<file path="config.mk">
export PLATFORM = sky130hd
export DESIGN_NAME = udp_receive_checker_unit_flat
export DESIGN_NICKNAME = d
export VERILOG_FILES = /design/src/sv/urc_pkg.sv /design/src/sv/urc_if.sv /design/src/sv/urc_front.sv /design/src/sv/urc_fifo.sv /design/src/sv/urc_back.sv /design/src/sv/udp_receive_checker_unit.sv /design/src/flat_wrapper.sv
export SDC_FILE = /design/constraint.sdc
export NUM_CORES = 1
export LEC_CHECK = 0
export BUFFER_PORTS_ARGS = -buffer_cell sky130_fd_sc_hd__buf_2
export CAP_MARGIN = 25
export CORE_UTILIZATION = 45
export CTS_BUF_LIST = sky130_fd_sc_hd__clkbuf_8
export CTS_CLUSTER_DIAMETER = 40
export DETAILED_ROUTE_END_ITERATION = 7
export GPL_TIMING_DRIVEN = 0
export PLACE_DENSITY = 0.61
export SYNTH_ARGS = -nofsm -noshare
export SYNTH_HDL_FRONTEND = slang
export SYNTH_SLANG_ARGS = --single-unit
</file>
<file path="constraint.sdc">
create_clock -name clk -period 10.7 [get_ports clk]
set_clock_uncertainty 0.1 [all_clocks]
set_input_delay 1.605 -clock clk [delete_from_list [all_inputs] [get_ports clk]]
set_output_delay 1.605 -clock clk [all_outputs]
set_load 0.03 [all_outputs]
</file>
<file path="src/sv/urc_pkg.sv">
package urc_pkg;

	localparam int unsigned QDEPTH = 2;
	localparam int unsigned QAW    = 1;

	localparam logic [7:0]  UDP_PROTO = 8'd17;
	localparam logic [15:0] HDR_BYTES = 16'd8;
	localparam logic [15:0] MASK16    = 16'hFFFF;
	// folded sum of 0xFFFF: either 0xFFFF plain, or 0xFFFE with the carry bit set
	localparam logic [15:0] SUM_OK_LO = 16'hFFFE;

	typedef enum logic [1:0] {
		VERDICT_ACCEPT   = 2'd0,
		VERDICT_INVALID  = 2'd1,
		VERDICT_LEN_ERR  = 2'd2,
		VERDICT_CSUM_ERR = 2'd3
	} verdict_t;

	// state snapshot after the last byte of a segment
	typedef struct packed {
		logic [7:0]  proto;
		logic [15:0] ip_len;
		logic [15:0] count;
		logic [15:0] src_port;
		logic [15:0] dst_port;
		logic [15:0] hdr_len;
		logic [15:0] rx_csum;
		logic [18:0] acc;
		logic [7:0]  held;
	} urc_rec_t;

	typedef struct packed {
		logic push;
	} urc_qctl_t;

endpackage

</file>
<file path="src/sv/urc_if.sv">
interface urc_seg_if;
	logic        valid;
	logic        ready;
	logic [7:0]  data_byte;
	logic        first;
	logic        last;
	logic [31:0] ip_src;
	logic [31:0] ip_dst;
	logic [7:0]  protocol;
	logic [15:0] ip_payload_length;

	modport source (output valid, data_byte, first, last, ip_src, ip_dst,
		protocol, ip_payload_length, input ready);
	modport sink (input valid, data_byte, first, last, ip_src, ip_dst,
		protocol, ip_payload_length, output ready);
endinterface

interface urc_res_if;
	logic        valid;
	logic        ready;
	logic [1:0]  verdict;
	logic [15:0] udp_sport;
	logic [15:0] udp_dport;
	logic [15:0] data_bytes;

	modport source (output valid, verdict, udp_sport, udp_dport, data_bytes,
		input ready);
	modport sink (input valid, verdict, udp_sport, udp_dport, data_bytes,
		output ready);
endinterface

</file>
<file path="src/sv/urc_front.sv">
module urc_front (
	input  logic              clk,
	input  logic              arst_n,
	urc_seg_if.sink           seg,
	output urc_pkg::urc_qctl_t qctl,
	input  logic              q_full,
	output urc_pkg::urc_rec_t rec
);
	import urc_pkg::*;

	logic        vld_s1;
	logic [7:0]  byte_s1;
	logic        first_s1;
	logic        last_s1;
	logic [7:0]  proto_s1;
	logic [15:0] iplen_s1;
	logic [17:0] pa_s1;
	logic [17:0] pb_s1;

	logic [18:0] acc_q;
	logic [15:0] cnt_q;
	logic [7:0]  held_q;
	logic [15:0] src_q, dst_q, hlen_q, csum_q, iplen_q;
	logic [7:0]  proto_q;

	logic        advance;
	logic [18:0] acc_b, acc_n;
	logic [15:0] cnt_b, cnt_n;
	logic [7:0]  held_b, held_n;
	logic [15:0] src_b, dst_b, hlen_b, csum_b, iplen_b;
	logic [15:0] src_n, dst_n, hlen_n, csum_n;
	logic [7:0]  proto_b;

	assign advance   = vld_s1 && (!last_s1 || !q_full);
	assign seg.ready = !vld_s1 || advance;

	// input stage; the pseudo-header is pre-summed in two halves
	always_ff @(posedge clk or negedge arst_n) begin
		if (!arst_n) begin
			vld_s1 <= 1'b0;
		end else if (seg.valid && seg.ready) begin
			vld_s1 <= 1'b1;
		end else if (advance) begin
			vld_s1 <= 1'b0;
		end
	end

	always_ff @(posedge clk) begin
		if (seg.valid && seg.ready) begin
			byte_s1  <= seg.data_byte;
			first_s1 <= seg.first;
			last_s1  <= seg.last;
			proto_s1 <= seg.protocol;
			iplen_s1 <= seg.ip_payload_length;
			pa_s1    <= {2'b00, seg.ip_src[31:16]} + {2'b00, seg.ip_src[15:0]}
				+ {2'b00, seg.ip_dst[31:16]};
			pb_s1    <= {2'b00, seg.ip_dst[15:0]} + {10'd0, UDP_PROTO}
				+ {2'b00, seg.ip_payload_length};
		end
	end

	// acc holds an unfolded sum: its value mod 0xFFFF is acc[15:0] + acc[18:16]
	always_comb begin
		if (first_s1) begin
			acc_b   = {1'b0, pa_s1} + {1'b0, pb_s1};
			cnt_b   = '0;
			held_b  = '0;
			src_b   = '0;
			dst_b   = '0;
			hlen_b  = '0;
			csum_b  = '0;
			proto_b = proto_s1;
			iplen_b = iplen_s1;
		end else begin
			acc_b   = acc_q;
			cnt_b   = cnt_q;
			held_b  = held_q;
			src_b   = src_q;
			dst_b   = dst_q;
			hlen_b  = hlen_q;
			csum_b  = csum_q;
			proto_b = proto_q;
			iplen_b = iplen_q;
		end

		acc_n  = acc_b;
		cnt_n  = cnt_b;
		held_n = held_b;
		src_n  = src_b;
		dst_n  = dst_b;
		hlen_n = hlen_b;
		csum_n = csum_b;
		if (cnt_b != MASK16) begin
			if (cnt_b < 16'd2) begin
				src_n = {src_b[7:0], byte_s1};
			end else if (cnt_b < 16'd4) begin
				dst_n = {dst_b[7:0], byte_s1};
			end else if (cnt_b < 16'd6) begin
				hlen_n = {hlen_b[7:0], byte_s1};
			end else if (cnt_b < HDR_BYTES) begin
				csum_n = {csum_b[7:0], byte_s1};
			end
			if (cnt_b[0]) begin
				acc_n = {3'b000, acc_b[15:0]} + {16'd0, acc_b[18:16]}
					+ {3'b000, held_b, byte_s1};
			end else begin
				held_n = byte_s1;
			end
			cnt_n = cnt_b + 16'd1;
		end
	end

	always_ff @(posedge clk or negedge arst_n) begin
		if (!arst_n) begin
			acc_q   <= '0;
			cnt_q   <= '0;
			held_q  <= '0;
			src_q   <= '0;
			dst_q   <= '0;
			hlen_q  <= '0;
			csum_q  <= '0;
			proto_q <= '0;
			iplen_q <= '0;
		end else if (advance) begin
			acc_q   <= acc_n;
			cnt_q   <= cnt_n;
			held_q  <= held_n;
			src_q   <= src_n;
			dst_q   <= dst_n;
			hlen_q  <= hlen_n;
			csum_q  <= csum_n;
			proto_q <= proto_b;
			iplen_q <= iplen_b;
		end
	end

	assign qctl.push = advance && last_s1;

	assign rec.proto    = proto_b;
	assign rec.ip_len   = iplen_b;
	assign rec.count    = cnt_n;
	assign rec.src_port = src_n;
	assign rec.dst_port = dst_n;
	assign rec.hdr_len  = hlen_n;
	assign rec.rx_csum  = csum_n;
	assign rec.acc      = acc_n;
	assign rec.held     = held_n;

endmodule

</file>
<file path="src/sv/urc_fifo.sv">
module urc_fifo (
	input  logic               clk,
	input  logic               arst_n,
	input  urc_pkg::urc_qctl_t qctl,
	input  urc_pkg::urc_rec_t  wr_rec,
	output logic               full,
	input  logic               pop,
	output logic               empty,
	output urc_pkg::urc_rec_t  rd_rec
);
	import urc_pkg::*;

	urc_rec_t         mem_q [QDEPTH];
	logic [QAW-1:0]   wp_q, rp_q;
	logic [QAW:0]     cnt_q;

	assign full   = (cnt_q == (QAW+1)'(QDEPTH));
	assign empty  = (cnt_q == '0);
	assign rd_rec = mem_q[rp_q];

	always_ff @(posedge clk) begin
		if (qctl.push) begin
			mem_q[wp_q] <= wr_rec;
		end
	end

	always_ff @(posedge clk or negedge arst_n) begin
		if (!arst_n) begin
			wp_q  <= '0;
			rp_q  <= '0;
			cnt_q <= '0;
		end else begin
			if (qctl.push) begin
				wp_q <= wp_q + QAW'(1);
			end
			if (pop) begin
				rp_q <= rp_q + QAW'(1);
			end
			case ({qctl.push, pop})
				2'b10:   cnt_q <= cnt_q + (QAW+1)'(1);
				2'b01:   cnt_q <= cnt_q - (QAW+1)'(1);
				default: cnt_q <= cnt_q;
			endcase
		end
	end

	a_cnt_bound: assert property (@(posedge clk) disable iff (!arst_n)
		cnt_q <= (QAW+1)'(QDEPTH))
		else $error("queue count beyond depth");
	a_no_overflow: assert property (@(posedge clk) disable iff (!arst_n)
		qctl.push |-> !full)
		else $error("push into full queue");
	a_no_underflow: assert property (@(posedge clk) disable iff (!arst_n)
		pop |-> !empty)
		else $error("pop from empty queue");

endmodule

</file>
<file path="src/sv/urc_back.sv">
module urc_back (
	input  logic              clk,
	input  logic              arst_n,
	input  urc_pkg::urc_rec_t rec,
	input  logic              empty,
	output logic              pop,
	urc_res_if.source         res
);
	import urc_pkg::*;

	logic        ov_q;
	verdict_t    verdict_q;
	logic [15:0] sport_q, dport_q, dbytes_q;

	logic [16:0] fold;
	logic        sum_ok;
	verdict_t    verdict;
	logic [15:0] dbytes;

	assign pop = !empty && (!ov_q || res.ready);

	// odd byte count: pad the held byte as a high half
	always_comb begin
		fold = {1'b0, rec.acc[15:0]} + {14'd0, rec.acc[18:16]}
			+ (rec.count[0] ? {1'b0, rec.held, 8'd0} : 17'd0);
		sum_ok = fold[16] ? (fold[15:0] == SUM_OK_LO) : (fold[15:0] == MASK16);

		dbytes = '0;
		if (rec.proto != UDP_PROTO) begin
			verdict = VERDICT_INVALID;
		end else if (rec.ip_len < HDR_BYTES || rec.count < HDR_BYTES) begin
			verdict = VERDICT_LEN_ERR;
		end else if (rec.src_port == '0 || rec.dst_port == '0) begin
			verdict = VERDICT_INVALID;
		end else if (rec.hdr_len < HDR_BYTES || rec.hdr_len != rec.ip_len
			|| rec.hdr_len != rec.count) begin
			verdict = VERDICT_LEN_ERR;
		end else if (rec.rx_csum != '0 && !sum_ok) begin
			verdict = VERDICT_CSUM_ERR;
		end else begin
			verdict = VERDICT_ACCEPT;
			dbytes  = rec.hdr_len - HDR_BYTES;
		end
	end

	always_ff @(posedge clk or negedge arst_n) begin
		if (!arst_n) begin
			ov_q <= 1'b0;
		end else if (pop) begin
			ov_q <= 1'b1;
		end else if (res.ready) begin
			ov_q <= 1'b0;
		end
	end

	always_ff @(posedge clk) begin
		if (pop) begin
			verdict_q <= verdict;
			sport_q   <= rec.src_port;
			dport_q   <= rec.dst_port;
			dbytes_q  <= dbytes;
		end
	end

	assign res.valid      = ov_q;
	assign res.verdict    = verdict_q;
	assign res.udp_sport  = sport_q;
	assign res.udp_dport  = dport_q;
	assign res.data_bytes = dbytes_q;

endmodule

</file>
<file path="src/sv/udp_receive_checker_unit.sv">
// UDP receive checker: one segment byte per word, one result word per segment.
// Throughput: one byte per cycle sustained while the queue can take each last byte;
// the running sum takes one add per byte pair. A last byte passes the input
// register, the state update into a 2-entry queue and the verdict output register.
// Reset: arst_n clears the running state, queue pointers and valid flags at once.
module udp_receive_checker_unit (
	input  logic      clk,
	input  logic      arst_n,
	urc_seg_if.sink   seg,
	urc_res_if.source res
);
	import urc_pkg::*;

	urc_qctl_t qctl;
	urc_rec_t  wr_rec, rd_rec;
	logic      full, empty, pop;

	urc_front u_front (
		.clk    (clk),
		.arst_n (arst_n),
		.seg    (seg),
		.qctl   (qctl),
		.q_full (full),
		.rec    (wr_rec)
	);

	urc_fifo u_fifo (
		.clk    (clk),
		.arst_n (arst_n),
		.qctl   (qctl),
		.wr_rec (wr_rec),
		.full   (full),
		.pop    (pop),
		.empty  (empty),
		.rd_rec (rd_rec)
	);

	urc_back u_back (
		.clk    (clk),
		.arst_n (arst_n),
		.rec    (rd_rec),
		.empty  (empty),
		.pop    (pop),
		.res    (res)
	);

endmodule

</file>
<file path="src/flat_wrapper.sv">
// flat-port wrapper written by rule: the top's interface ports become plain ports
module udp_receive_checker_unit_flat import urc_pkg::*;
  (clk, arst_n, seg_valid, seg_data_byte, seg_first, seg_last, seg_ip_src, seg_ip_dst, seg_protocol, seg_ip_payload_length, seg_ready, res_valid, res_verdict, res_udp_sport, res_udp_dport, res_data_bytes, res_ready);
  urc_seg_if seg_i ();
  urc_res_if res_i ();
  input  logic clk;
  input  logic arst_n;
  input wire logic [$bits(seg_i.valid)-1:0] seg_valid;
  input wire logic [$bits(seg_i.data_byte)-1:0] seg_data_byte;
  input wire logic [$bits(seg_i.first)-1:0] seg_first;
  input wire logic [$bits(seg_i.last)-1:0] seg_last;
  input wire logic [$bits(seg_i.ip_src)-1:0] seg_ip_src;
  input wire logic [$bits(seg_i.ip_dst)-1:0] seg_ip_dst;
  input wire logic [$bits(seg_i.protocol)-1:0] seg_protocol;
  input wire logic [$bits(seg_i.ip_payload_length)-1:0] seg_ip_payload_length;
  output wire logic [$bits(seg_i.ready)-1:0] seg_ready;
  output wire logic [$bits(res_i.valid)-1:0] res_valid;
  output wire logic [$bits(res_i.verdict)-1:0] res_verdict;
  output wire logic [$bits(res_i.udp_sport)-1:0] res_udp_sport;
  output wire logic [$bits(res_i.udp_dport)-1:0] res_udp_dport;
  output wire logic [$bits(res_i.data_bytes)-1:0] res_data_bytes;
  input wire logic [$bits(res_i.ready)-1:0] res_ready;
  assign seg_i.valid = seg_valid;
  assign seg_i.data_byte = seg_data_byte;
  assign seg_i.first = seg_first;
  assign seg_i.last = seg_last;
  assign seg_i.ip_src = seg_ip_src;
  assign seg_i.ip_dst = seg_ip_dst;
  assign seg_i.protocol = seg_protocol;
  assign seg_i.ip_payload_length = seg_ip_payload_length;
  assign seg_ready = seg_i.ready;
  assign res_valid = res_i.valid;
  assign res_verdict = res_i.verdict;
  assign res_udp_sport = res_i.udp_sport;
  assign res_udp_dport = res_i.udp_dport;
  assign res_data_bytes = res_i.data_bytes;
  assign res_i.ready = res_ready;
  udp_receive_checker_unit u_core (.clk(clk), .arst_n(arst_n), .seg(seg_i), .res(res_i));
endmodule
</file>
# --- Word-level counts from Yosys, hierarchy flattened ---
# Memories as Yosys holds them, arrays and structs flattened.
# Cells that the tools add are included.
classes:
  order_cmp: 7
  n_reduce_logical: 26
  muxes: 41
  add_sub_neg: 15
  eq_ne: 9
op_table:
  columns: ["operator", "count"]
  rows:
  - ["$mux 16", 22]
  - ["$lt 16x4->1 const B", 4]
  - ["$mux 19", 3]
  - ["$add 17x16->18", 3]
  - ["$add 16x3->17", 2]
  - ["$eq 16x16->1 const B", 2]
  - ["$logic_not 16->1", 2]
  - ["$lt 16x3->1 const B", 2]
  - ["$mux 8", 4]
  - ["$ne 16x16->1", 2]
  - ["$add 18x18->19", 1]
  - ["$add 16x16->17", 1]
  - ["$add 16x5->17 const B", 1]
  - ["$add 17x16->17", 1]
  - ["$add 16x1->16 const B", 1]
  - ["$lt 16x2->1 const B", 1]
  - ["$ne 16x16->1 const B", 1]
  - ["$reduce_bool 16->1", 1]
  - ["$sub 16x4->16 const B", 1]
  - ["$mux 2", 4]
  - ["$ne 8x5->1 const B", 1]
  - ["$logic_or 1x1->1", 7]
  - ["$mux 1", 7]
  - ["$logic_not 1->1", 6]
  - ["10 further kinds", 18]
totals:
  n_memories: 1
  ff_bits: 257
  ramBits: 262
  output_inout_bits: 52
  in_bits: 102
memory_table:
  columns: ["name", "depth", "width", "rd", "rd_clocked_by_memory_dff", "wr", "line", "rtl"]
  rows:
  - ["u_core.u_fifo.mem_q", 2, 131, 1, 0, 1, "urc_fifo.sv:13", "urc_rec_t mem_q [QDEPTH];"]

# --- Longest topological paths before layout ---
# An unclocked memory read counts as a cell.
logic_depth:
  depth_word: 11
  ltp_mapped: 20
  ltp_nobuf: 20

# --- Cells and area by module ---
# Synthesis repeated with hierarchy kept, for this count alone.
unflattened:
  cells_unflattened: 2217
  area_unflattened_um2: 26798.2
by_module_without_submodules:
  columns: ["mod", "area_each_um2", "n_inst", "cells_each"]
  rows:
  - ["urc_front", 13706.9, 1, 1497]
  - ["urc_fifo", 9968.3, 1, 424]
  - ["urc_back", 3123.0, 1, 296]

# --- Worst setup path after synthesis ---
# Ideal clock, no wire load.
synth_path:
  path_kind: "reg-to-reg"
  start: "register u_core.u_fifo.cnt_q[0]"
  end: "memory u_core.u_fifo.mem_q[0][0] (netlist name) (enable)"
  n_path_buf: 2
  t_arrival_ns: 6.685
  path_stages_with_launch: 7
  required_time_ns: 9.977
  synth_period_minus_slack_ns: 7.409
  slack_ns: 3.291
  path_cell_list: "dfrtp_1 nand3b_1 and2_1 buf_6 clkbuf_1 nand2_1 nor2_1"
synth_between:
  elab_chain_len: 7
synth_rtl:
  columns: ["item", "line", "rtl"]
  rows:
  - ["from (decl)", "urc_fifo.sv:15", "logic [QAW:0] cnt_q;"]
  - ["from (signal assigned)", "urc_fifo.sv:40", "2'b10: cnt_q <= cnt_q + (QAW+1)'(1);"]
  - ["from (signal assigned)", "urc_fifo.sv:41", "2'b01: cnt_q <= cnt_q - (QAW+1)'(1);"]
  - ["from (signal assigned)", "urc_fifo.sv:42", "default: cnt_q <= cnt_q;"]
  - ["$eq 2x2->1", "urc_fifo.sv:17", "assign full = (cnt_q == (QAW+1)'(QDEPTH));"]
  - ["$logic_not 1->1", "urc_front.sv:34", "assign advance = vld_s1 && (!last_s1 || !q_full);"]
  - ["$logic_or 1x1->1", "urc_front.sv:34", null]
  - ["$logic_and 1x1->1", "urc_front.sv:34", null]
  - ["$logic_and 1x1->1", "urc_front.sv:137", "assign qctl.push = advance && last_s1;"]
  - ["$mux 1", "urc_fifo.sv:22", "if (qctl.push) begin"]
  - ["$mux 1 (implied by the code)", "urc_fifo.sv:23", "mem_q[wp_q] <= wr_rec;"]
  - ["to (decl)", "urc_fifo.sv:13", null]
# Every way passes these cells.

==> results.py <==
metrics = {
    "run_status": {
        "status": "complete, no violations",
    },
    "setup_path": {
        "cp-start-kind": "flip-flop",
        "required_ns": 11.00,
        "criticalPathCategory": "flip-flop to flip-flop",
        "worst-path-max-fanout": 10,
        "cp-end-kind": "flip-flop",
        "worstPathArrival_ns": 6.97,
    },
    "clock_network": {
        "numCtsBuffers": 92,
        "cts_root_buf": "clkbuf_8",
        "clockBufferDepth": 3,
        "post-cts-setup-buffers": 0,
        "post_cts_resized": 0,
        "clkTransAtPathRegs_ns": 0.06,
        "clk_latency_ns": 0.69,
        "cts_tree": "built",
        "hold_buffers": 0,
        "numClockSinks": 519,
        "h-tree-depth": 3,
    },
    "routing": {
        "first_pass_iters": 5,
        "vias": 17300,
        "route.detailed.drc": 0,
        "wl_per_cell_um": 21.1,
        "drtAntennaViolNets": 0,
        "first_iter_violations": 1298,
        "drt-total-wl_mm": 65.5,
        "vias_per_cell": 5.56,
    },
    "sta": {
        "whs_ns": 0.363,
        "finalHoldViolations": 0,
        "period_minus_slack_ns": 6.67,
        "worstMarginPinSlew_ns": 0.997,
        "max_freq_ghz": 0.150,
        "post-route-period-util_pct": 62.3,
        "finalWorstSetupSlack_ns": 4.03,
        "setup_viol": 0,
        "rsz0062_at_grt": "false",
        "slew_viol_final": 0,
        "max_slew_margin_pct": 33.1,
    },
    "pwr": {
        "ir_drop_uv": 108,
        "p_leak_uw": 0.0117,
        "power_density_nw_per_um2": 260,
    },
    "synth": {
        "ys_types": 89,
        "avgSynthCellArea_um2": 12.7,
        "synth_cells": 2014,
        "synth_nets": 2246,
        "synth_seq_cells": 519,
        "synth-async-reset-ratio_pct": 26.4,
        "synthFlopType": "edfxtp_1",
        "ys_warn_count": 0,
        "syn_area_um2": 25500,
        "ys_seq_area_share_pct": 58.3,
        "synth_edf_count": 382,
    },
    "grt": {
        "antenna_found_initial": 1,
        "globalRouteTotalUtil_pct": 23.0,
        "grt_max_degree": 90,
        "grt.busiest_layer": "met2",
        "grt_use_met1_pct": 30.4,
        "globalRouteMet3Util_pct": 3.56,
        "grt-ovfl-total": 0,
        "use_met2_pct": 38.3,
        "grt_pass1_vias": 17000,
        "grt_pass1_wl_mm": 99.0,
    },
    "min_path": {
        "hp-class": "flip-flop to flip-flop",
    },
    "finish": {
        "drive_gt1_share_pct": 21.6,
        "syn2layout_area_growth_pct": 15.2,
        "nets": 2505,
    },
    "job": {
        "cap_violations": 0,
    },
    "floorplan": {
        "core_area_um2": 55600,
        "die-area_um2": 57700,
        "ios": 154,
        "die_y_um": 240,
        "rows": 86,
        "start_util_pct": 45.9,
        "die_x_um": 240,
    },
    "placed_design": {
        "finalWeightedCongestion": 0.909,
        "place_worst_setup_slack_ns": 4.15,
        "io_buffer_count": 153,
        "dpl.hpwl_mm": 48.0,
    },
}
-- cell families (layout without fill, tap and decap cells) --
logic type                 after synthesis  count (layout)  share of synthesized area (%)
buffers and inverters                  131             469                           2.19
xor gates and xnor gates                91              91                           3.12
DFF                                    519             519                           58.3
and+or+nand+nor                        590             590                           10.9
other                                    0               1                              0
muxes                                  216             216                           9.29
adders and majority gates              130             130                           7.08
AOI/OAI and AO/OA                      337             337                           9.05
-- cell usage in the layout, fill, tap and decap left out, types with 50 or more instances in the layout --
cell type,Yosys,final
a21oi_1,60,59
clkbuf_8,2,105
o21ai_0,63,63
xnor2_1,67,67
nor2_1,142,141
mux2i_1,53,53
nand2_1,209,209
mux2_2,161,161
buf_2,11,164
edfxtp_1,382,382
ha_1,106,106
clkbuf_1,50,50
dfrtp_1,137,137
inv_1,56,92
-- report_power, final --
part           internal [µW]  leakage (µW)  switching [µW]
clock                   1040       0.00109             826
combinational           1080       0.00523            1650
sequential              2790       0.00539             248
-- cell usage after synthesis, drive strengths merged, types with 52 or more instances --
cell	instances	area, µm²
a21oi	60	300
clkbuf	52	215
dfrtp	137	3430
edfxtp	382	11500
ha	106	1330
inv	57	214
mux2	163	1840
mux2i	53	531
nand2	210	791
nor2	143	539
o21ai	79	399
xnor2	67	587
-- through the flow --
step	util, %	TNS (ns)	cells	instance area, µm²	total power [µW]
CTS	52.8	0	3098	29400	7690
global route	52.9	0	3100	29400	8090
finish	52.9	0	3101	29400	7640
global placement	49.0	-64.38	2915	27200	5750
detailed placement	49.4	0	2925	27500	5800
floorplan	-	0	2014	25500	4970
-- worst paths after layout --
path	start	end	slack (ns)	cells after the start
worst max register to register	u_core.u_front.first_s1$_DFFE_PP_	u_core.u_fifo.mem_q[0][25]$_DFFE_PP_	4.03	16
max in group asynchronous	arst_n	u_core.u_front.proto_q[5]$_DFFE_PN0P_	8.82	2
worst min-delay path	u_core.u_front.held_q[0]$_DFFE_PN0P_	u_core.u_front.held_q[0]$_DFFE_PN0P_	0.36	2
worst max-delay path	u_core.u_front.first_s1$_DFFE_PP_	u_core.u_fifo.mem_q[0][25]$_DFFE_PP_	4.03	16
min in group asynchronous	arst_n	u_core.u_front.dst_q[10]$_DFFE_PN0P_	0.79	1
worst min register to register	u_core.u_front.held_q[0]$_DFFE_PN0P_	u_core.u_front.held_q[0]$_DFFE_PN0P_	0.36	2
-- critical path, cell delays in order (launching register included) --
cell      delay [ns]
edfxtp_1        0.53
clkbuf_1        0.56
clkbuf_1        0.61
buf_1           0.49
clkbuf_1        0.60
a21boi_1        0.24
fa_1            0.55
inv_1           0.04
ha_1            0.26
fa_1            0.45
a211oi_1        0.36
o21ai_0         0.25
a32oi_1         0.31
a31oi_1         0.18
a41o_1          0.28
a31oi_1         0.43
inv_1           0.12
-- per-layer routing --
metal  wire, µm  share of wire, %
met1      28400                43
met5          0                 0
met2      31900                49
met3       3640               5.6
met4       1570               2.4
-- registers in the layout (all words and copies together) (netlist names), 16 cells and up --
signal and cells:
u_core.u_front.cnt_q 16, u_core.u_front.csum_q 16, u_core.u_fifo.mem_q 262, u_core.u_front.pa_s1 18, u_core.u_back.res.data_bytes 16, u_core.u_front.src_q 16
u_core.u_back.res.udp_dport 16, u_core.u_front.pb_s1 18, u_core.u_front.iplen_s1 16, u_core.u_back.res.udp_sport 16, u_core.u_front.hlen_q 16, u_core.u_front.acc_q 19
u_core.u_front.iplen_q 16, u_core.u_front.dst_q 16
-- cell type report --
| cell class | count | area, µm² |
|---|---|---|
| tap | 748 | 936 |
| antenna | 1 | 2.50 |
| fill | 4834 | 26200 |
| inverter | 57 | 214 |
| timing repair buffer | 165 | 1010 |
| multi-input combinational | 1364 | 10100 |
| buffer | 74 | 345 |
| sequential | 519 | 14900 |
| clock buffer | 103 | 1420 |
| clock inverter | 70 | 480 |
No activity file was read; power rests on OpenSTA's default activity.
